--- src/sv/tpsa_pkg.sv ---
// shared types and constants of the tensor pad source address core
// no dependencies; used by tensor_pad_source_address_core
`default_nettype none

package tpsa_pkg;

  localparam int NumDim = 3;
  localparam int CoordW = 14;
  localparam int DimW = 13;
  localparam int AddrW = 36;
  localparam int ModeW = 2;
  localparam int CfgIdxW = 3;
  localparam int CfgDataW = 13;
  localparam int MaxDimDefault = 4096;

  // signed working width for mirrored coordinates
  localparam int RelW = 17;
  // width of the partial address (c0 * size1 + c1)
  localparam int RowW = 2 * DimW;

  localparam logic [ModeW-1:0] ModeConst = 2'd0;
  localparam logic [ModeW-1:0] ModeEdge = 2'd1;
  localparam logic [ModeW-1:0] ModeReflect = 2'd2;
  localparam logic [ModeW-1:0] ModeSymmetric = 2'd3;

  localparam logic [CfgIdxW-1:0] RegPadMode = 3'd0;
  localparam logic [CfgIdxW-1:0] RegSrcSize0 = 3'd1;
  localparam logic [CfgIdxW-1:0] RegSrcSize1 = 3'd2;
  localparam logic [CfgIdxW-1:0] RegSrcSize2 = 3'd3;
  localparam logic [CfgIdxW-1:0] RegPadBegin0 = 3'd4;
  localparam logic [CfgIdxW-1:0] RegPadBegin1 = 3'd5;
  localparam logic [CfgIdxW-1:0] RegPadBegin2 = 3'd6;

  typedef struct packed {
    logic [CoordW-1:0] dst_coord_0;
    logic [CoordW-1:0] dst_coord_1;
    logic [CoordW-1:0] dst_coord_2;
  } in_t;

  typedef struct packed {
    logic [AddrW-1:0] src_address;
    logic             fill_constant;
    logic             index_error;
  } out_t;

endpackage

`default_nettype wire

--- src/sv/tensor_pad_source_address_core.sv ---
// throughput: one coordinate triple per cycle; an output stall holds the full stages only
// stages: coordinate mirroring, range check, row multiply, column multiply
// reset: pad mode constant, source sizes 1, pad counts 0, pipeline emptied
// config regs are snapshotted as effective (clamped) values on write
`default_nettype none

module tensor_pad_source_address_core #(
  parameter int unsigned MaxDim = tpsa_pkg::MaxDimDefault
) (
  input  wire logic                           clk_i,
  input  wire logic                           rst_ni,
  // config write channel
  input  wire logic                           cfg_valid_i,
  output      logic                           cfg_ready_o,
  input  wire logic [tpsa_pkg::CfgIdxW-1:0]   cfg_index_i,
  input  wire logic [tpsa_pkg::CfgDataW-1:0]  cfg_data_i,
  // coordinate input channel
  input  wire logic                           in_valid_i,
  output      logic                           in_ready_o,
  input  wire tpsa_pkg::in_t                  in_data_i,
  // address result channel
  output      logic                           out_valid_o,
  input  wire logic                           out_ready_i,
  output      tpsa_pkg::out_t                 out_data_o
);

  localparam int N = tpsa_pkg::NumDim;
  localparam int DW = tpsa_pkg::DimW;
  localparam int CW = tpsa_pkg::CoordW;
  localparam int RW = tpsa_pkg::RelW;
  localparam int AW = tpsa_pkg::AddrW;
  localparam int RoW = tpsa_pkg::RowW;

  // ---------------------------------------------------------------------------
  // configuration: effective sizes and pads are stored already clamped
  // ---------------------------------------------------------------------------
  logic [tpsa_pkg::ModeW-1:0] mode_q;
  logic [DW-1:0]              size_q [N];
  logic [DW-1:0]              pad_q  [N];
  logic [DW-1:0]              eff_size;
  logic [DW-1:0]              eff_pad;

  assign cfg_ready_o = 1'b1;

  always_comb begin
    // zero size acts as one, anything above the max dimension saturates
    if (cfg_data_i == '0) begin
      eff_size = DW'(1);
    end else if (32'(cfg_data_i) > MaxDim) begin
      eff_size = DW'(MaxDim);
    end else begin
      eff_size = cfg_data_i;
    end
    if (32'(cfg_data_i) > MaxDim) begin
      eff_pad = DW'(MaxDim);
    end else begin
      eff_pad = cfg_data_i;
    end
  end

  always_ff @(posedge clk_i or negedge rst_ni) begin
    if (!rst_ni) begin
      mode_q <= tpsa_pkg::ModeConst;
      for (int i = 0; i < N; i++) begin
        size_q[i] <= DW'(1);
        pad_q[i]  <= '0;
      end
    end else if (cfg_valid_i && cfg_ready_o) begin
      case (cfg_index_i)
        tpsa_pkg::RegPadMode:    mode_q    <= cfg_data_i[tpsa_pkg::ModeW-1:0];
        tpsa_pkg::RegSrcSize0:   size_q[0] <= eff_size;
        tpsa_pkg::RegSrcSize1:   size_q[1] <= eff_size;
        tpsa_pkg::RegSrcSize2:   size_q[2] <= eff_size;
        tpsa_pkg::RegPadBegin0:  pad_q[0]  <= eff_pad;
        tpsa_pkg::RegPadBegin1:  pad_q[1]  <= eff_pad;
        tpsa_pkg::RegPadBegin2:  pad_q[2]  <= eff_pad;
        default: ; // unused index, write dropped
      endcase
    end
  end

  // ---------------------------------------------------------------------------
  // pipeline flow control: a stage loads when it is empty or its content moves on
  // ---------------------------------------------------------------------------
  logic v1_q, v2_q, v3_q, v4_q;
  logic rdy1, rdy2, rdy3, rdy4;

  assign rdy4 = !v4_q || out_ready_i;
  assign rdy3 = !v3_q || rdy4;
  assign rdy2 = !v2_q || rdy3;
  assign rdy1 = !v1_q || rdy2;
  assign in_ready_o = rdy1;

  always_ff @(posedge clk_i or negedge rst_ni) begin
    if (!rst_ni) begin
      v1_q <= 1'b0;
      v2_q <= 1'b0;
      v3_q <= 1'b0;
      v4_q <= 1'b0;
    end else begin
      if (rdy1) v1_q <= in_valid_i;
      if (rdy2) v2_q <= v1_q;
      if (rdy3) v3_q <= v2_q;
      if (rdy4) v4_q <= v3_q;
    end
  end

  // ---------------------------------------------------------------------------
  // stage 1: mirror each coordinate into the source by pad mode
  // ---------------------------------------------------------------------------
  logic [CW-1:0]        dst [N];
  logic signed [RW-1:0] rel_d [N];
  logic                 fill_d [N];
  logic signed [RW-1:0] rel_q [N];
  logic                 fill1_q;

  assign dst[0] = in_data_i.dst_coord_0;
  assign dst[1] = in_data_i.dst_coord_1;
  assign dst[2] = in_data_i.dst_coord_2;

  always_comb begin
    logic signed [RW-1:0] d_s, p_s, s_s, sh;
    logic                 lead, trail;
    for (int i = 0; i < N; i++) begin
      d_s = signed'(RW'(dst[i]));
      p_s = signed'(RW'(pad_q[i]));
      s_s = signed'(RW'(size_q[i]));
      sh  = (mode_q == tpsa_pkg::ModeSymmetric) ? RW'(1) : RW'(0);
      lead  = d_s < p_s;
      trail = d_s >= (p_s + s_s);
      fill_d[i] = 1'b0;
      case (mode_q)
        tpsa_pkg::ModeConst: begin
          fill_d[i] = lead || trail;
          rel_d[i]  = d_s - p_s;
        end
        tpsa_pkg::ModeEdge: begin
          if (lead)       rel_d[i] = '0;
          else if (trail) rel_d[i] = s_s - RW'(1);
          else            rel_d[i] = d_s - p_s;
        end
        default: begin
          // reflect excludes the edge element, symmetric repeats it
          if (lead)       rel_d[i] = p_s - d_s - sh;
          else if (trail) rel_d[i] = (s_s <<< 1) + p_s - RW'(2) + sh - d_s;
          else            rel_d[i] = d_s - p_s;
        end
      endcase
    end
  end

  always_ff @(posedge clk_i) begin
    if (rdy1) begin
      for (int i = 0; i < N; i++) rel_q[i] <= rel_d[i];
      fill1_q <= fill_d[0] || fill_d[1] || fill_d[2];
    end
  end

  // ---------------------------------------------------------------------------
  // stage 2: range check of mirrored coordinates
  // ---------------------------------------------------------------------------
  logic          mirror_mode;
  logic          oob [N];
  logic [DW-1:0] crd_q [N];
  logic          fill2_q, err2_q;

  assign mirror_mode = (mode_q == tpsa_pkg::ModeReflect) ||
                       (mode_q == tpsa_pkg::ModeSymmetric);

  always_comb begin
    for (int i = 0; i < N; i++) begin
      oob[i] = mirror_mode &&
               (rel_q[i][RW-1] || (rel_q[i][RW-2:0] >= (RW-1)'(size_q[i])));
    end
  end

  always_ff @(posedge clk_i) begin
    if (rdy2) begin
      for (int i = 0; i < N; i++) begin
        crd_q[i] <= (oob[i] || fill1_q) ? '0 : rel_q[i][DW-1:0];
      end
      fill2_q <= fill1_q;
      err2_q  <= oob[0] || oob[1] || oob[2];
    end
  end

  // ---------------------------------------------------------------------------
  // stage 3: row offset c0 * size1 + c1
  // ---------------------------------------------------------------------------
  logic [RoW-1:0] row_q;
  logic [DW-1:0]  col_q;
  logic           fill3_q, err3_q;

  always_ff @(posedge clk_i) begin
    if (rdy3) begin
      row_q   <= (RoW'(crd_q[0]) * RoW'(size_q[1])) + RoW'(crd_q[1]);
      col_q   <= crd_q[2];
      // an error wins over fill
      fill3_q <= fill2_q && !err2_q;
      err3_q  <= err2_q;
    end
  end

  // ---------------------------------------------------------------------------
  // stage 4: linear address row * size2 + c2 into the output register
  // ---------------------------------------------------------------------------
  logic [RoW+DW-1:0] lin;
  tpsa_pkg::out_t    out_q;

  assign lin = (RoW+DW)'(row_q) * (RoW+DW)'(size_q[2]) + (RoW+DW)'(col_q);

  always_ff @(posedge clk_i) begin
    if (rdy4) begin
      out_q.src_address   <= (fill3_q || err3_q) ? '0 : lin[AW-1:0];
      out_q.fill_constant <= fill3_q;
      out_q.index_error   <= err3_q;
    end
  end

  assign out_valid_o = v4_q;
  assign out_data_o  = out_q;

`ifndef SYNTHESIS
  // fill and error flags exclude each other
  a_flags_exclusive: assert property (@(posedge clk_i) disable iff (!rst_ni)
    out_valid_o |-> !(out_data_o.fill_constant && out_data_o.index_error))
    else $error("fill and error flagged together");

  // a flagged element carries a zero address
  a_flag_zero_addr: assert property (@(posedge clk_i) disable iff (!rst_ni)
    (out_valid_o && (out_data_o.fill_constant || out_data_o.index_error))
      |-> (out_data_o.src_address == '0))
    else $error("flagged element with nonzero address");

  // fill only in constant mode
  a_fill_mode: assert property (@(posedge clk_i) disable iff (!rst_ni)
    (out_valid_o && out_data_o.fill_constant) |-> (mode_q == tpsa_pkg::ModeConst))
    else $error("fill outside constant mode");

  // errors only in reflect or symmetric mode
  a_err_mode: assert property (@(posedge clk_i) disable iff (!rst_ni)
    (out_valid_o && out_data_o.index_error)
      |-> (mode_q == tpsa_pkg::ModeReflect || mode_q == tpsa_pkg::ModeSymmetric))
    else $error("index error outside mirror modes");
`endif

endmodule

`default_nettype wire

--- config.mk ---
export PLATFORM = sky130hd
export DESIGN_NAME = tensor_pad_source_address_core
export DESIGN_NICKNAME = d
export VERILOG_FILES = /design/src/sv/tpsa_pkg.sv /design/src/sv/tensor_pad_source_address_core.sv
export SDC_FILE = /design/constraint.sdc
export NUM_CORES = 2
export LEC_CHECK = 0
export BUFFER_PORTS_ARGS = -buffer_cell sky130_fd_sc_hd__buf_4
export CAP_MARGIN = 20
export CORE_ASPECT_RATIO = 0.75
export CORE_MARGIN = 3
export CORE_UTILIZATION = 45
export CTS_BUF_LIST = sky130_fd_sc_hd__clkbuf_4 sky130_fd_sc_hd__clkbuf_8
export DETAILED_ROUTE_END_ITERATION = 8
export GPL_TIMING_DRIVEN = 0
export PLACE_DENSITY = 0.62
export SKIP_LAST_GASP = 1
export SLEW_MARGIN = 40
export SYNTH_ARGS = -nofsm -noshare
export SYNTH_HDL_FRONTEND = slang
export SYNTH_SLANG_ARGS = --single-unit
export TNS_END_PERCENT = 5
--- constraint.sdc ---
create_clock -name clk_i -period 6.3 [get_ports clk_i]
set_input_delay 0.315 -clock clk_i [delete_from_list [all_inputs] [get_ports clk_i]]
set_output_delay 0.315 -clock clk_i [all_outputs]
set_load 0.01 [all_outputs]
Word-level counts from Yosys, hierarchy flattened
Memory sizes are Yosys's and may differ from the RTL's. A register that Yosys moved wholly into a read port is not among the register bits.
Cells that the tools add are included.
{"block": "totals", "latch_bits": 0, "memories": 2, "reg_bits": 153, "ramBits": 90, "mem_bits_ro": 0, "inputBits": 63}
{"block": "classes", "mux": 28, "eq_ne": 9, "magnitude_cmp": 10, "bitwise_logic": 0, "shift": 0, "multipliers": 2, "add_sub_neg": 29, "div": 0, "n_reduce_logical": 38}
{"name": "rel_q", "words": 3, "width": 17, "rd": 3, "rd_clocked_by_memory_dff": 0, "write_ports": 3, "line": "tensor_pad_source_address_core.sv:114", "text": "logic signed [RW-1:0] rel_q [N];"}
{"name": "crd_q", "words": 3, "width": 13, "rd": 3, "rd_clocked_by_memory_dff": 1, "write_ports": 3, "line": "tensor_pad_source_address_core.sv:164", "text": "logic [DW-1:0] crd_q [N];"}
{"operator": "$mux 17", "n": 12}
{"operator": "$pmux 17 s2", "n": 3}
{"operator": "$mux 13", "n": 5}
{"operator": "$add 16x2->17", "n": 3}
{"operator": "$sub 17x15->17", "n": 3}
{"operator": "$ge 16x13->1", "n": 3}
{"operator": "$sub 15x2->16", "n": 3}
{"operator": "$sub 15x2->16 const B", "n": 3}
{"operator": "$add 14x13->15", "n": 3}
{"operator": "$sub 13x14->15", "n": 3}
{"operator": "$sub 14x13->15", "n": 3}
{"operator": "$add 13x13->14", "n": 3}
{"operator": "$ge 14x14->1", "n": 3}
{"operator": "$lt 14x13->1", "n": 3}
{"operator": "$sub 13x1->14 const B", "n": 3}
{"operator": "$add 36x13->36", "n": 1}
{"operator": "$mul 26x13->36", "n": 1}
{"operator": "$add 26x13->26", "n": 1}
{"operator": "$mul 13x13->26", "n": 1}
{"operator": "$logic_or 1x1->1", "n": 19}
{"operator": "$reduce_and 2->1", "n": 7}
{"operator": "$gt 13x13->1 const B", "n": 1}
{"operator": "$logic_not 13->1", "n": 1}
{"operator": "$eq 3x3->1 const B", "n": 3}
{"operator": "9 further kinds", "n": 25}

Longest topological paths before layout
{"block": "logic_depth", "word_depth": 7, "ltp_mapped": 25, "mapped_depth_nobuf": 23}

Worst setup path before layout
OpenSTA, ideal clock, no wires.
{"block": "synth_path", "path_type": "register to register", "start": "register size_q[14] (netlist name)", "end": "register row_q[25], data pin", "arrival_ps": 6198, "path_slack_ps": -158, "required_time_ps": 6040, "stages_incl_launch_ff": 25, "path_buffers": 1, "path_cell_list": "dfrtp_1 -> clkbuf_1 -> and2_1 -> fa_1 -> inv_1 -> fa_1 -> inv_1 -> fa_1 -> inv_1 -> fa_1 -> inv_1 -> fa_1 -> inv_1 -> fa_1 -> inv_1 -> ha_1 -> a211o_1 -> a2111oi_0 -> o31ai_1 -> a21oi_1 -> o31ai_1 -> a31oi_1 -> o2111ai_1 -> a21oi_1 -> xnor2_1"}
{"block": "synth_between", "elab_chain_len": 2}
{"element": "start: declaration", "line": "tensor_pad_source_address_core.sv:38", "text": "logic [DW-1:0] size_q [N];"}
{"element": "$mul 13x13->26", "line": "tensor_pad_source_address_core.sv:196", "text": "row_q <= (RoW'(crd_q[0]) * RoW'(size_q[1])) + RoW'(crd_q[1]);"}
{"element": "$add 26x13->26", "line": "tensor_pad_source_address_core.sv:196"}
{"element": "end signal: assignment", "line": "tensor_pad_source_address_core.sv:196"}
{"element": "end: declaration", "line": "tensor_pad_source_address_core.sv:190", "text": "logic [RoW-1:0] row_q;"}
No other way between the ends.
A chain may end at the register's enable or synchronous reset.

Worst setup path in the final report
Same ends and word-level chain as after synthesis.

==> flow_metrics.env <==
export IMPL_status="finished with violations"
export IMPL_violations="negative setup slack"
export IMPL_grtUsageTotal=0.270
export IMPL_dieArea_um2=94200
export IMPL_cp_max_fo=10
export IMPL_fin_crit_ns=6.40
export IMPL_gp_congestion=0.960
export IMPL_finalNetCount=5793
export IMPL_instances_no_fill=5996
export IMPL_synth_avg_cell_area_um2=8.93
export IMPL_overflow=0
export IMPL_cts_root_buf="clkbuf_8"
export IMPL_grt_max_degree=85
export IMPL_drc=0
export IMPL_dr_pass1_iters=5
export IMPL_dpl_hpwl_um=106000
export IMPL_hold_path_depth=4
export IMPL_crit_type="reg -> reg"
export IMPL_critical_path_buf_inv_count=7
export IMPL_finalSetupViolCount=10
export IMPL_post_drt_wl_per_cell_um=21.4
export IMPL_drive_gt1_frac=0.0889
export IMPL_pin_count=104
export IMPL_htreeDepth=2
export IMPL_cp_end_kind="flop"
export IMPL_arrival_ns=6.79
export IMPL_worst_slew_pin_slew_ns=0.845
export IMPL_cts_sinks=256
export IMPL_core_area_um2=88700
export IMPL_yosys_most_used_dff="edfxtp_1"
export IMPL_cts_tree="yes"
export IMPL_layout_common_cells="inv_1 (646), ha_1 (555), nand2_1 (488)"
export IMPL_synth_edf_count=172
export IMPL_worstHoldPathType="in -> reg"
export IMPL_syn_to_final_growth_pct=10.9
export IMPL_ys_ff_latch=256
export IMPL_clock_skew_ns=0.0331
export IMPL_power_density_nw_per_um2=602
export IMPL_crit_family="adder cells"
export IMPL_portBuffers=101
export IMPL_r2r_cells=24
export IMPL_die_h_um=267
export IMPL_finish_utilization=0.510
export IMPL_grt_pass1_wl_um=197000
export IMPL_required_ns=6.69
export IMPL_rsz0062_at_grt="true"
export IMPL_setup_tns_ns=-0.400
export IMPL_slowest_delay_ns=0.53
export IMPL_dp_cells=5872
export IMPL_ir_worst_vdd_v=0.000567
export IMPL_synthArstFlopShare=0.328
export IMPL_worst_slack_ns=-0.103
export IMPL_drt_initial_drc_count=2809
export IMPL_path_depth=24
export IMPL_dieWidth_um=353
export IMPL_crit_path_cell_trace="clkbuf_4 > and2_1 > fa_1 > inv_1 > fa_1 > inv_1 > fa_1 > inv_1 > fa_1 > inv_1 > fa_1 > inv_1 > fa_1 > inv_1 > ha_4 > a211oi_1 > a221o_1 > o31ai_4 > a21oi_4 > o31ai_4 > a31oi_2 > o2111ai_1 > a21oi_1 > xnor2_1"
export IMPL_postSynthCellCount=4562
export IMPL_clk_path_buf_depth=3
export IMPL_timing_fmax_ghz=0.156
export IMPL_grt_pass1_vias=32700
export IMPL_start_kind="flop"
export IMPL_slew_headroom=0.437
export IMPL_post_route_period_util=1.02
export IMPL_leakagePower_nw=21.6
export IMPL_start_util=0.459
export IMPL_max_cap_violations=0
export IMPL_dpl_worst_slack_ns=-1.63
export IMPL_cts_buffers=48
export IMPL_viasPerCell=5.61
export IMPL_placementRows=94
export IMPL_synth_cell_type_count=89
export IMPL_clk_latency_ns=0.66
export IMPL_syn_cell_area_um2=40700
export IMPL_drt_wl_total_um=128000
export IMPL_dr_total_vias=33600
export IMPL_yosysSeqAreaShare=0.178
export IMPL_synth_fp_nets=5602
export IMPL_clk_pin_slew_worst_paths_ns=0.06
export IMPL_finalMaxSlewViolations=0
export IMPL_antenna_found_initial=9
export IMPL_report_final_hold_viol_count=0
export IMPL_layout_commonest_cell="inv_1"
export IMPL_final_antenna_net_count=0
export IMPL_synth_warnings=0
export IMPL_finalPower_mw=27.2
export IMPL_slowest_stage="fa_1"
[cells in the mapped netlist (all sizes together), types with 24 or more instances]
| library cell | count | area, um2 |
|---|---|---|
| inv | 651 | 2440 |
| and2 | 252 | 1580 |
| nor2b | 46 | 288 |
| a21oi | 189 | 953 |
| nand2 | 489 | 1840 |
| o21ai | 195 | 980 |
| nor3 | 61 | 310 |
| dfrtp | 81 | 2030 |
| ha | 561 | 7020 |
| nand2b | 41 | 257 |
| o211ai | 44 | 335 |
| a31oi | 36 | 225 |
| nor2 | 199 | 747 |
| o221ai | 24 | 210 |
| and3 | 42 | 263 |
| nand4 | 25 | 156 |
| o21a | 52 | 392 |
| xor2 | 95 | 832 |
| nand3 | 66 | 330 |
| a21o | 90 | 676 |
| xnor2 | 172 | 1510 |
| or3 | 25 | 161 |
| o21bai | 38 | 285 |
| fa | 416 | 8330 |
| clkbuf | 162 | 608 |
| a211oi | 40 | 305 |
| edfxtp | 172 | 5160 |
[routing by layer]
layer	global-route usage	up-vias	wire, um
li1	-	15800	-
met1	0.419	16400	61800
met2	0.381	1324	51000
met3	0.0570	168	12300
met4	0.0579	6	2960
met5	0	-	32
[flip-flops by register name, indices dropped and copies added (netlist names), 2 cells and up]
| signal | count |
|---|---|
| col_q | 13 |
| pad_q | 39 |
| rel_q | 51 |
| row_q | 26 |
| out_data_o | 38 |
| crd_q | 39 |
| size_q | 39 |
| mode_q | 2 |
[worst paths after layout]
check,start,end,slack [ns]
max,size_q[14],row_q[25],-0.10
min,out_ready_i,v3_q,0.09
max reg2reg,size_q[14],row_q[25],-0.10
min reg2reg,crd_q[2][8],col_q[8],0.42
max in group asynchronous,rst_ni,size_q[13],5.51
min in group asynchronous,rst_ni,pad_q[15],0.13
[power by group]
group / internal [mW] / switching, mW / leakage, nW / total, mW
clock network: 1.03 / 0.840 / 0.563 / 1.87
logic: 9.14 / 12.9 / 18.2 / 22.1
registers: 2.75 / 0.523 / 2.90 / 3.28
[worst reg2reg max path: stages (launching register included)]
cell       delay [ns]
dfrtp_2          0.41
clkbuf_4         0.20
and2_1           0.17
fa_1             0.53
inv_1            0.05
fa_1             0.47
inv_1            0.05
fa_1             0.49
inv_1            0.05
fa_1             0.53
inv_1            0.05
fa_1             0.47
inv_1            0.05
fa_1             0.48
inv_1            0.06
ha_4             0.30
a211oi_1         0.08
a221o_1          0.41
o31ai_4          0.32
a21oi_4          0.13
o31ai_4          0.24
a31oi_2          0.16
o2111ai_1        0.22
a21oi_1          0.11
xnor2_1          0.13
[cells by family after synthesis]
logic type      Yosys count  synth area share
flops                   256             0.178
compound gates          865             0.141
buf+inv                 835            0.0780
fa+ha+maj               977             0.377
mux                      31           0.00801
simple gates           1330             0.160
xor+xnor                267            0.0574
other cells               1         0.0000920
[layout make-up]
type / count / area, um2
Multi-Input combinational cell: 3471 / 30600
Clock buffer: 64 / 825
Timing Repair Buffer: 150 / 1200
Clock inverter: 26 / 248
Antenna cell: 3 / 7.51
Inverter: 651 / 2440
Fill cell: 8417 / 43500
Sequential cell: 256 / 7290
Buffer: 175 / 1040
Tap cell: 1200 / 1500
[timing repair]
action                                  CTS  global route
setup buffers                            13            22
pin swaps                                18            31
gates resized for setup                 176            55
hold buffers                              4             0
hold endpoints to repair                 84             0
endpoints found under the setup margin   49            41
[per-stage QoR]
| step | hold slack [ns] | cell area, um2 |
|---|---|---|
| 2_1_floorplan | 0.0194 | 40800 |
| 4_1_cts | 0.0271 | 44900 |
| 3_5_place_dp | 0.405 | 43200 |
| 5_1_grt | 0.0877 | 45200 |
| 6_report | 0.0946 | 45200 |
| 3_3_place_gp | 0.401 | 43000 |
Power figures use the tool's default switching activity.
